### src/rtl/core/s5ch_pkg.sv
`timescale 1ns / 1ps
// Shared types and codes for the SOCKS5 client handshake controller.
// No dependencies; every module in rtl/core imports this package.
package s5ch_pkg;

    localparam int unsigned LEN_W = 9;

    typedef enum logic [1:0] {
        KIND_START = 2'd0,
        KIND_RX    = 2'd1,
        KIND_WDONE = 2'd2,
        KIND_FAULT = 2'd3
    } kind_t;

    localparam logic [2:0] CMD_NONE    = 3'd0;
    localparam logic [2:0] CMD_GREET   = 3'd1;
    localparam logic [2:0] CMD_AUTH    = 3'd2;
    localparam logic [2:0] CMD_CONNECT = 3'd3;
    localparam logic [2:0] CMD_FINISH  = 3'd4;

    localparam logic [4:0] ST_OK      = 5'd0;
    localparam logic [4:0] ST_FAULT   = 5'd1;
    localparam logic [4:0] ST_WRITE   = 5'd2;
    localparam logic [4:0] ST_METHOD  = 5'd3;
    localparam logic [4:0] ST_USER    = 5'd4;
    localparam logic [4:0] ST_PASS    = 5'd5;
    localparam logic [4:0] ST_AUTH    = 5'd6;
    localparam logic [4:0] ST_HOST    = 5'd7;
    localparam logic [4:0] ST_INVALID = 5'd8;

    localparam logic [1:0] CFG_USE_BASIC_AUTH = 2'd0;
    localparam logic [1:0] CFG_USER_LEN       = 2'd1;
    localparam logic [1:0] CFG_PASS_LEN       = 2'd2;
    localparam logic [1:0] CFG_HOST_LEN       = 2'd3;

    localparam logic [7:0] SOCKS_VER      = 8'h05;
    localparam logic [7:0] BASIC_VER      = 8'h01;
    localparam logic [7:0] METH_NO_AUTH   = 8'h00;
    localparam logic [7:0] METH_USER_PASS = 8'h02;
    localparam logic [7:0] ATYP_IPV4      = 8'h01;
    localparam logic [7:0] ATYP_NAME      = 8'h03;
    localparam logic [7:0] ATYP_IPV6      = 8'h04;
    localparam logic [7:0] REP_MAX        = 8'h08;
    localparam logic [LEN_W-1:0] LEN_LIMIT  = 9'd255;
    localparam logic [LEN_W-1:0] IPV4_LEFT  = 9'd6;
    localparam logic [LEN_W-1:0] IPV6_LEFT  = 9'd18;
    localparam logic [LEN_W-1:0] PORT_BYTES = 9'd2;

    typedef struct packed {
        logic [1:0] kind;
        logic [7:0] rx_byte;
        logic       write_ok;
    } in_item_t;

    typedef struct packed {
        logic [2:0] command;
        logic [4:0] status;
    } out_item_t;

    typedef struct packed {
        logic             use_basic_auth;
        logic [LEN_W-1:0] user_len;
        logic [LEN_W-1:0] pass_len;
        logic [LEN_W-1:0] host_len;
    } cfg_t;

    typedef struct packed {
        logic      valid;
        out_item_t item;
    } step_res_t;

endpackage

### src/rtl/core/s5ch_core.sv
`timescale 1ns / 1ps
// Handshake sequencer: holds the protocol state and computes the result of
// one request per step. Depends on s5ch_pkg.
module s5ch_core (
    input  logic              clk,
    input  logic              rst_n,
    input  logic              step_en,
    input  s5ch_pkg::in_item_t item,
    input  s5ch_pkg::cfg_t    cfg,
    output s5ch_pkg::step_res_t res
);
    import s5ch_pkg::*;

    typedef enum logic [3:0] {
        PH_IDLE, PH_GREET_WR, PH_METHOD_RD, PH_AUTH_WR, PH_AUTH_RD,
        PH_CONN_WR, PH_REPLY_RD, PH_LEN_RD, PH_ADDR_RD, PH_DONE
    } phase_t;

    phase_t           phase_reg, phase_next;
    logic [1:0]       byte_count_reg, byte_count_next;
    logic [7:0]       reply_code_reg, reply_code_next;
    logic             header_bad_reg, header_bad_next;
    logic [LEN_W-1:0] bytes_left_reg, bytes_left_next;

    logic [7:0]       method;
    logic [7:0]       b;
    logic [LEN_W-1:0] left_dec;

    assign b        = item.rx_byte;
    assign method   = cfg.use_basic_auth ? METH_USER_PASS : METH_NO_AUTH;
    assign left_dec = (bytes_left_reg != '0) ? bytes_left_reg - 1'b1 : bytes_left_reg;

    always_comb
    begin
        phase_next      = phase_reg;
        byte_count_next = byte_count_reg;
        reply_code_next = reply_code_reg;
        header_bad_next = header_bad_reg;
        bytes_left_next = bytes_left_reg;
        res.valid        = 1'b0;
        res.item.command = CMD_NONE;
        res.item.status  = ST_OK;

        case (kind_t'(item.kind))
            KIND_START:
            begin
                byte_count_next  = '0;
                header_bad_next  = 1'b0;
                reply_code_next  = '0;
                bytes_left_next  = '0;
                phase_next       = PH_GREET_WR;
                res.valid        = 1'b1;
                res.item.command = CMD_GREET;
            end

            KIND_RX:
            begin
                case (phase_reg)
                    PH_METHOD_RD:
                    begin
                        if (byte_count_reg == 2'd0)
                        begin
                            header_bad_next = (b != SOCKS_VER);
                            byte_count_next = 2'd1;
                        end
                        else
                        begin
                            res.valid        = 1'b1;
                            res.item.command = CMD_FINISH;
                            phase_next       = PH_DONE;
                            if (header_bad_reg || b != method)
                                res.item.status = ST_METHOD;
                            else if (!cfg.use_basic_auth)
                            begin
                                if (cfg.host_len > LEN_LIMIT)
                                    res.item.status = ST_HOST;
                                else
                                begin
                                    phase_next       = PH_CONN_WR;
                                    res.item.command = CMD_CONNECT;
                                end
                            end
                            else if (cfg.user_len > LEN_LIMIT)
                                res.item.status = ST_USER;
                            else if (cfg.pass_len > LEN_LIMIT)
                                res.item.status = ST_PASS;
                            else
                            begin
                                phase_next       = PH_AUTH_WR;
                                res.item.command = CMD_AUTH;
                            end
                        end
                    end

                    PH_AUTH_RD:
                    begin
                        if (byte_count_reg == 2'd0)
                        begin
                            header_bad_next = (b != BASIC_VER);
                            byte_count_next = 2'd1;
                        end
                        else
                        begin
                            res.valid        = 1'b1;
                            res.item.command = CMD_FINISH;
                            phase_next       = PH_DONE;
                            if (header_bad_reg || b != 8'h00)
                                res.item.status = ST_AUTH;
                            else if (cfg.host_len > LEN_LIMIT)
                                res.item.status = ST_HOST;
                            else
                            begin
                                phase_next       = PH_CONN_WR;
                                res.item.command = CMD_CONNECT;
                            end
                        end
                    end

                    PH_REPLY_RD:
                    begin
                        if (byte_count_reg == 2'd3)
                        begin
                            // address type byte: report failure, pick the skip length or read the name length
                            if (header_bad_reg)
                            begin
                                res.valid = 1'b1;
                                res.item.status = ST_INVALID;
                            end
                            else if (reply_code_reg != 8'h00)
                            begin
                                res.valid = 1'b1;
                                res.item.status = (reply_code_reg <= REP_MAX)
                                    ? ST_INVALID + reply_code_reg[4:0]
                                    : ST_INVALID + 5'd1;
                            end
                            else if (b == ATYP_IPV4)
                            begin
                                bytes_left_next = IPV4_LEFT;
                                phase_next      = PH_ADDR_RD;
                            end
                            else if (b == ATYP_IPV6)
                            begin
                                bytes_left_next = IPV6_LEFT;
                                phase_next      = PH_ADDR_RD;
                            end
                            else if (b == ATYP_NAME)
                                phase_next = PH_LEN_RD;
                            else
                            begin
                                res.valid = 1'b1;
                                res.item.status = ST_INVALID;
                            end
                            if (res.valid)
                            begin
                                res.item.command = CMD_FINISH;
                                phase_next       = PH_DONE;
                            end
                        end
                        else
                        begin
                            if (byte_count_reg == 2'd0)
                                header_bad_next = (b != SOCKS_VER);
                            else if (byte_count_reg == 2'd1)
                                reply_code_next = b;
                            else if (b != 8'h00)
                                header_bad_next = 1'b1;
                            byte_count_next = byte_count_reg + 2'd1;
                        end
                    end

                    PH_LEN_RD:
                    begin
                        bytes_left_next = {1'b0, b} + PORT_BYTES;
                        phase_next      = PH_ADDR_RD;
                    end

                    PH_ADDR_RD:
                    begin
                        bytes_left_next = left_dec;
                        if (left_dec == '0)
                        begin
                            res.valid        = 1'b1;
                            res.item.command = CMD_FINISH;
                            phase_next       = PH_DONE;
                        end
                    end

                    default:
                    begin
                    end
                endcase
            end

            KIND_WDONE:
            begin
                if (phase_reg == PH_GREET_WR || phase_reg == PH_AUTH_WR ||
                    phase_reg == PH_CONN_WR)
                begin
                    if (!item.write_ok)
                    begin
                        res.valid        = 1'b1;
                        res.item.command = CMD_FINISH;
                        res.item.status  = ST_WRITE;
                        phase_next       = PH_DONE;
                    end
                    else
                    begin
                        byte_count_next = '0;
                        header_bad_next = 1'b0;
                        if (phase_reg == PH_GREET_WR)
                            phase_next = PH_METHOD_RD;
                        else if (phase_reg == PH_AUTH_WR)
                            phase_next = PH_AUTH_RD;
                        else
                            phase_next = PH_REPLY_RD;
                    end
                end
            end

            default:
            begin
                // link fault ends an active handshake only
                if (phase_reg != PH_IDLE && phase_reg != PH_DONE)
                begin
                    res.valid        = 1'b1;
                    res.item.command = CMD_FINISH;
                    res.item.status  = ST_FAULT;
                    phase_next       = PH_DONE;
                end
            end
        endcase
    end

    always_ff @(posedge clk or negedge rst_n)
    begin
        if (!rst_n)
        begin
            phase_reg      <= PH_IDLE;
            byte_count_reg <= '0;
            reply_code_reg <= '0;
            header_bad_reg <= 1'b0;
            bytes_left_reg <= '0;
        end
        else if (step_en)
        begin
            phase_reg      <= phase_next;
            byte_count_reg <= byte_count_next;
            reply_code_reg <= reply_code_next;
            header_bad_reg <= header_bad_next;
            bytes_left_reg <= bytes_left_next;
        end
    end

endmodule

### src/rtl/core/socks5_client_handshake.sv
`timescale 1ns / 1ps
// SOCKS5 client handshake controller: top level with input and result
// registers and configuration. Depends on s5ch_pkg and s5ch_core.
//
// Usage:
//   in_valid/in_ready carry one request (start, received byte, write done or
//   link fault). out_valid/out_ready carry the command for the transmitter
//   (greeting, authentication, connect) or the finish status.
//   cfg_we/cfg_index/cfg_data write the method and length registers; write
//   them only while no handshake request is in flight.
//   A request is registered on accept and processed from the input register;
//   its result, if any, passes through the result register to out_valid.
//   Throughput: one request per cycle while the result register is free,
//   set by the s5ch_core state update between the input and result registers.
//   When the receiver stalls, the result register holds; the input register
//   still takes one more request, then in_ready drops until the result
//   register frees.
//   Reset clears the configuration, empties both registers and returns the
//   sequencer to idle.
module socks5_client_handshake (
    input  logic                 clk,
    input  logic                 rst_n,
    input  logic                 in_valid,
    output logic                 in_ready,
    input  s5ch_pkg::in_item_t   in_item,
    output logic                 out_valid,
    input  logic                 out_ready,
    output s5ch_pkg::out_item_t  out_item,
    input  logic                 cfg_we,
    input  logic [1:0]           cfg_index,
    input  logic [s5ch_pkg::LEN_W-1:0] cfg_data
);
    import s5ch_pkg::*;

    cfg_t      cfg_reg;
    in_item_t  item_reg;
    logic      item_vld_reg;
    out_item_t res_reg;
    logic      res_vld_reg;
    step_res_t step_res;
    logic      step_en;
    logic      res_free;

    assign res_free  = !res_vld_reg || out_ready;
    assign step_en   = item_vld_reg && res_free;
    assign in_ready  = !item_vld_reg || res_free;
    assign out_valid = res_vld_reg;
    assign out_item  = res_reg;

    s5ch_core u_core (
        .clk     (clk),
        .rst_n   (rst_n),
        .step_en (step_en),
        .item    (item_reg),
        .cfg     (cfg_reg),
        .res     (step_res)
    );

    always_ff @(posedge clk or negedge rst_n)
    begin
        if (!rst_n)
        begin
            cfg_reg <= '0;
        end
        else if (cfg_we)
        begin
            case (cfg_index)
                CFG_USE_BASIC_AUTH: cfg_reg.use_basic_auth <= cfg_data[0];
                CFG_USER_LEN:       cfg_reg.user_len       <= cfg_data;
                CFG_PASS_LEN:       cfg_reg.pass_len       <= cfg_data;
                CFG_HOST_LEN:       cfg_reg.host_len       <= cfg_data;
                default:            cfg_reg <= cfg_reg;
            endcase
        end
    end

    always_ff @(posedge clk or negedge rst_n)
    begin
        if (!rst_n)
        begin
            item_vld_reg <= 1'b0;
            res_vld_reg  <= 1'b0;
        end
        else
        begin
            if (in_ready)
                item_vld_reg <= in_valid;
            if (res_free)
                res_vld_reg <= step_en && step_res.valid;
        end
    end

    always_ff @(posedge clk)
    begin
        if (in_valid && in_ready)
            item_reg <= in_item;
        if (step_en && step_res.valid && res_free)
            res_reg <= step_res.item;
    end

endmodule
### config.mk
export PLATFORM = sky130hd
export DESIGN_NAME = socks5_client_handshake
export DESIGN_NICKNAME = d
export VERILOG_FILES = /design/src/rtl/core/s5ch_pkg.sv /design/src/rtl/core/s5ch_core.sv /design/src/rtl/core/socks5_client_handshake.sv
export SDC_FILE = /design/constraint.sdc
export NUM_CORES = 1
export LEC_CHECK = 0
export ABC_AREA = 1
export BUFFER_PORTS_ARGS = -buffer_cell sky130_fd_sc_hd__buf_4
export CAP_MARGIN = 5
export CELL_PAD_IN_SITES_DETAIL_PLACEMENT = 0
export CELL_PAD_IN_SITES_GLOBAL_PLACEMENT = 1
export CORE_MARGIN = 2
export CORE_UTILIZATION = 30
export DETAILED_ROUTE_END_ITERATION = 8
export PLACE_DENSITY = 0.62
export SYNTH_ARGS = -nofsm -noshare
export SYNTH_HDL_FRONTEND = slang
export SYNTH_HIERARCHICAL = 1
export SYNTH_SLANG_ARGS = --single-unit
### constraint.sdc
create_clock -name clk -period 5.5 [get_ports clk]
set_clock_uncertainty 0.1 [all_clocks]
set_input_delay 0.825 -clock clk [delete_from_list [all_inputs] [get_ports clk]]
set_output_delay 0.825 -clock clk [all_outputs]
set_load 0.01 [all_outputs]
After elaboration in Yosys (flattened, before gate mapping)
Index checks and enable logic that the tools add are counted.
{"block": "word_totals", "reg_bits": 73, "in_bits": 27, "out_inout_bits": 10, "elab_cells": 196}
{"block": "classes", "add_sub_neg": 4, "order_cmp": 4, "n_eq_ne": 48, "muxes": 90, "n_reduce_logical": 34}
{"op": "9-bit two-way mux", "count": 12}
{"op": "4-bit two-way mux", "count": 21}
{"op": "8-bit two-way mux", "count": 5}
{"op": "5-bit two-way mux", "count": 7}
{"op": "3-bit two-way mux", "count": 10}
{"op": "5-bit one-hot mux with 3 select lines", "count": 2}
{"op": "9-bit by 8-bit > comparator with 1-bit output, second input constant", "count": 3}
{"op": "9-bit one-hot mux with 3 select lines", "count": 1}
{"op": "4-bit one-hot mux with 3 select lines", "count": 2}
{"op": "4-bit inequality test, second input constant", "count": 5}
{"op": "4-bit one-hot mux with 5 select lines", "count": 1}
{"op": "3-bit inequality test, second input constant", "count": 6}
{"op": "9-bit one-hot mux with 2 select lines", "count": 1}
{"op": "4-bit by 3-bit equality test with 1-bit output, second input constant", "count": 4}
{"op": "1-bit two-way mux", "count": 16}
{"op": "4-bit one-hot mux with 4 select lines", "count": 1}
{"op": "8-bit one-hot mux with 2 select lines", "count": 1}
{"op": "8-bit nonzero test", "count": 2}
{"op": "3-bit by 2-bit inequality test with 1-bit output, second input constant", "count": 5}
{"op": "7-bit AND reduction", "count": 2}
{"op": "2-bit two-way mux", "count": 6}
{"op": "11-bit AND reduction", "count": 1}
{"op": "10-bit AND reduction", "count": 1}
{"op": "8-bit by 2-bit adder with 9-bit output, second input constant", "count": 1}
{"op": "other kinds (36)", "count": 64}

Logic depth before layout (Yosys ltp)
{"block": "depth", "depth_word": 15, "ltp_mapped": 15, "mapped_depth_nobuf": 15}

Modules after synthesis
Netlist, hierarchy kept.
{"mod": "s5ch_core", "instances": 1, "cells_per_inst": 384, "area_per_inst_um2": 2384.8, "seq_area_each_um2": 600.6}
{"mod": "socks5_client_handshake", "instances": 1, "cells_per_inst": 160, "area_per_inst_um2": 1879.3, "seq_area_each_um2": 1321.3}

Worst setup path after synthesis
Ideal clock, no wire load.
{"block": "synth_path", "path_type": "register -> register", "start": "register u_core.bytes_left_reg[0]", "end": "register res_reg (netlist bit out_item[0]), enable pin", "setup_time_ns": 0.383, "t_arrival_ns": 2.314, "t_required_ns": 5.017, "slack_ns": 2.702, "path_stages_with_launch": 15, "path_buffers": 0, "period_less_slack_ns": 2.798, "path_cell_list": "dfrtp_1 > inv_1 > ha_1 > nand2_1 > nor2_2 > nand2_2 > nand2_1 > nand3_1 > nor2_1 > nand3_1 > nand3_1 > nand2_1 > a21oi_1 > inv_1 > nor3_1"}
{"item": "start, declared", "line": "s5ch_core.sv:23", "text": "logic [LEN_W-1:0] bytes_left_reg, bytes_left_next;"}
{"item": "start signal, assigned", "line": "s5ch_core.sv:250", "text": "bytes_left_reg <= bytes_left_next;"}
{"item": "end signal, assigned", "line": "socks5_client_handshake.sv:98", "text": "res_reg <= step_res.item;"}
{"item": "end, declared", "line": "socks5_client_handshake.sv:38", "text": "out_item_t res_reg;"}

==> impl_metrics.json <==
{
  "cts.repair.resized": 0,
  "worstPathArrival_ps": 3350,
  "power_density_nw_per_um2": 385,
  "post-place-ws_ps": 1940,
  "design_area_sq_um": 3760,
  "crit_start": "u_core/bytes_left_reg[0]$_DFFE_PN0P_",
  "startpoint_type": "flop",
  "clockRootBuffer": "clkbuf_8",
  "drt_iter0_drc": 148,
  "die_area_sq_um": 12000,
  "rsz0062_at_grt": "no",
  "clock_path_buffers": 2,
  "relSlewSlack_pct": 20.5,
  "avgSynthCellArea_sq_um": 7.44,
  "worstHoldPathType": "in -> async",
  "maxSlewViolCount": 0,
  "io_buffers": 29,
  "finalSetupViolCount": 0,
  "crit_path_cell_trace": "inv_1 > ha_1 > nand2_1 > nor2_2 > nand2_2 > nand3_1 > nand2_1 > nor2_1 > nand3_1 > nand3_1 > nand2_1 > a21oi_1 > inv_1 > nor3_1",
  "final_common_cell": "nand2_1",
  "gp_congestion": 0.858,
  "cts_setup_buffers": 0,
  "place_area_sq_um": 3640,
  "clkTransAtPathRegs_ps": 110,
  "antenna_found_initial": 0,
  "insertion_delay_ps": 310,
  "synth_nets": 482,
  "slowest_stage": "nor3_1",
  "cp_slowest_stage_delay_ps": 950,
  "die_w_um": 109,
  "grt_pass1_vias": 2919,
  "worstSetupPathType": "reg -> reg",
  "die_height_um": 109,
  "vias": 2937,
  "antennaDiodeCount": 0,
  "largest_reg_flops": 11,
  "wl_per_cell_um": 14.3,
  "syn_area_sq_um": 3330,
  "totalWireLength_mm": 8.74,
  "clock-sinks": 49,
  "fin_crit_sh_pct": 64.2,
  "cts.hold.buffers_added": 0,
  "drcViolationCount": 0,
  "finalNetCount": 506,
  "finalHoldViolations": 0,
  "tightest_slew_ps": 1180,
  "max-vdd-ir-drop_mv": 0.124,
  "core-area_sq_um": 10800,
  "cp_max_fo": 9,
  "cts-buffers-inserted": 5,
  "pin_count": 37,
  "first_pass_iters": 4,
  "p_leak_nw": 1.80,
  "mostFrequentLayoutCells": "116 x nand2_1, 57 x inv_1, 42 x nand3_1, 41 x nor2_1, 30 x dfrtp_1",
  "fin_ws_ps": 1970,
  "cp.required_ps": 5320,
  "grt_first_pass_wirelength_mm": 14.7,
  "synth_cells": 448,
  "max_cap_viol_count": 0,
  "grt_max_degree": 31,
  "max_clock_freq_mhz": 283,
  "syn_to_final_growth_pct": 12.7,
  "drive_gt1_share_pct": 16.7,
  "worst_r2r_startpoint": "u_core/bytes_left_reg[0]$_DFFE_PN0P_",
  "status": "finished, final reports clean",
  "grtUsageTotal_pct": 15.8,
  "initial_core_util_pct": 30.7,
  "setup_tns_ps": 0,
  "vias_per_cell": 4.79,
  "ant_nets": 0,
  "cts_tree": "built",
  "overflow": 0,
  "cp-end-kind": "flop",
  "min_period_ps": 3530,
  "h-tree-depth": 2,
  "dp_hpwl_mm": 6.86,
  "yosys_warnings": 6,
  "rows": 38
}
==> worst max-delay path: cells and delay by family, from the launching register on <==
family          cells  cell delay (ps)
compound gates      1              170
fa+ha+maj           1              190
buf+inv             2              280
flops               1              390
simple gates       10             2010
==> power breakdown <==
part | switching, W | internal [W] | total, W | leakage (nW)
Combinational | 0.000444 | 0.000220 | 0.000664 | 1.16
Sequential | 0.0000628 | 0.000451 | 0.000514 | 0.582
Clock | 0.000133 | 0.000137 | 0.000270 | 0.0585
==> cell type report <==
| type | instances | area [sq um] |
|---|---|---|
| Tap cell | 140 | 175 |
| Sequential cell | 49 | 1320 |
| Clock buffer | 5 | 68.8 |
| Multi-Input combinational cell | 322 | 1680 |
| Fill cell | 1182 | 7080 |
| Clock inverter | 3 | 43.8 |
| Timing Repair Buffer | 29 | 218 |
| Inverter | 65 | 246 |
==> stage by stage <==
step | hold slack, ps | power, W | std cells | util [%]
3_5_place_dp | 369 | 0.00119 | 605 | 33.6
6_report | 341 | 0.00145 | 613 | 34.7
3_3_place_gp | 362 | 0.00119 | 605 | 33.6
4_1_cts | 352 | 0.00146 | 613 | 34.7
5_1_grt | 351 | 0.00159 | 613 | 34.7
2_1_floorplan | 341 | 0.00101 | 448 | -
==> path summary, 6_finish.rpt <==
check,slack (ps),cells after the start,endpoint
hold / removal,340,1,u_core/reply_code_reg[6]$_DFFE_PN0P_
min in group clk,390,2,cfg_reg[26]$_DFFE_PN0P_
setup reg to reg,1970,14,out_item[6]$_DFFE_PP_
hold reg to reg,390,2,cfg_reg[26]$_DFFE_PN0P_
max in group asynchronous,4640,1,u_core/phase_reg[3]$_DFFE_PN0P_
setup / recovery,1970,14,out_item[6]$_DFFE_PP_
==> metal layers <==
layer | track usage, % | part of all wire (%) | vias up
met5 | 0 | 0 | -
met4 | 4.52 | 1.4 | 0
met3 | 1.60 | 1.6 | 6
met2 | 26.2 | 48 | 32
met1 | 21.8 | 49 | 1380
li1 | - | - | 1519
No activity file was read; power rests on OpenSTA's default activity.
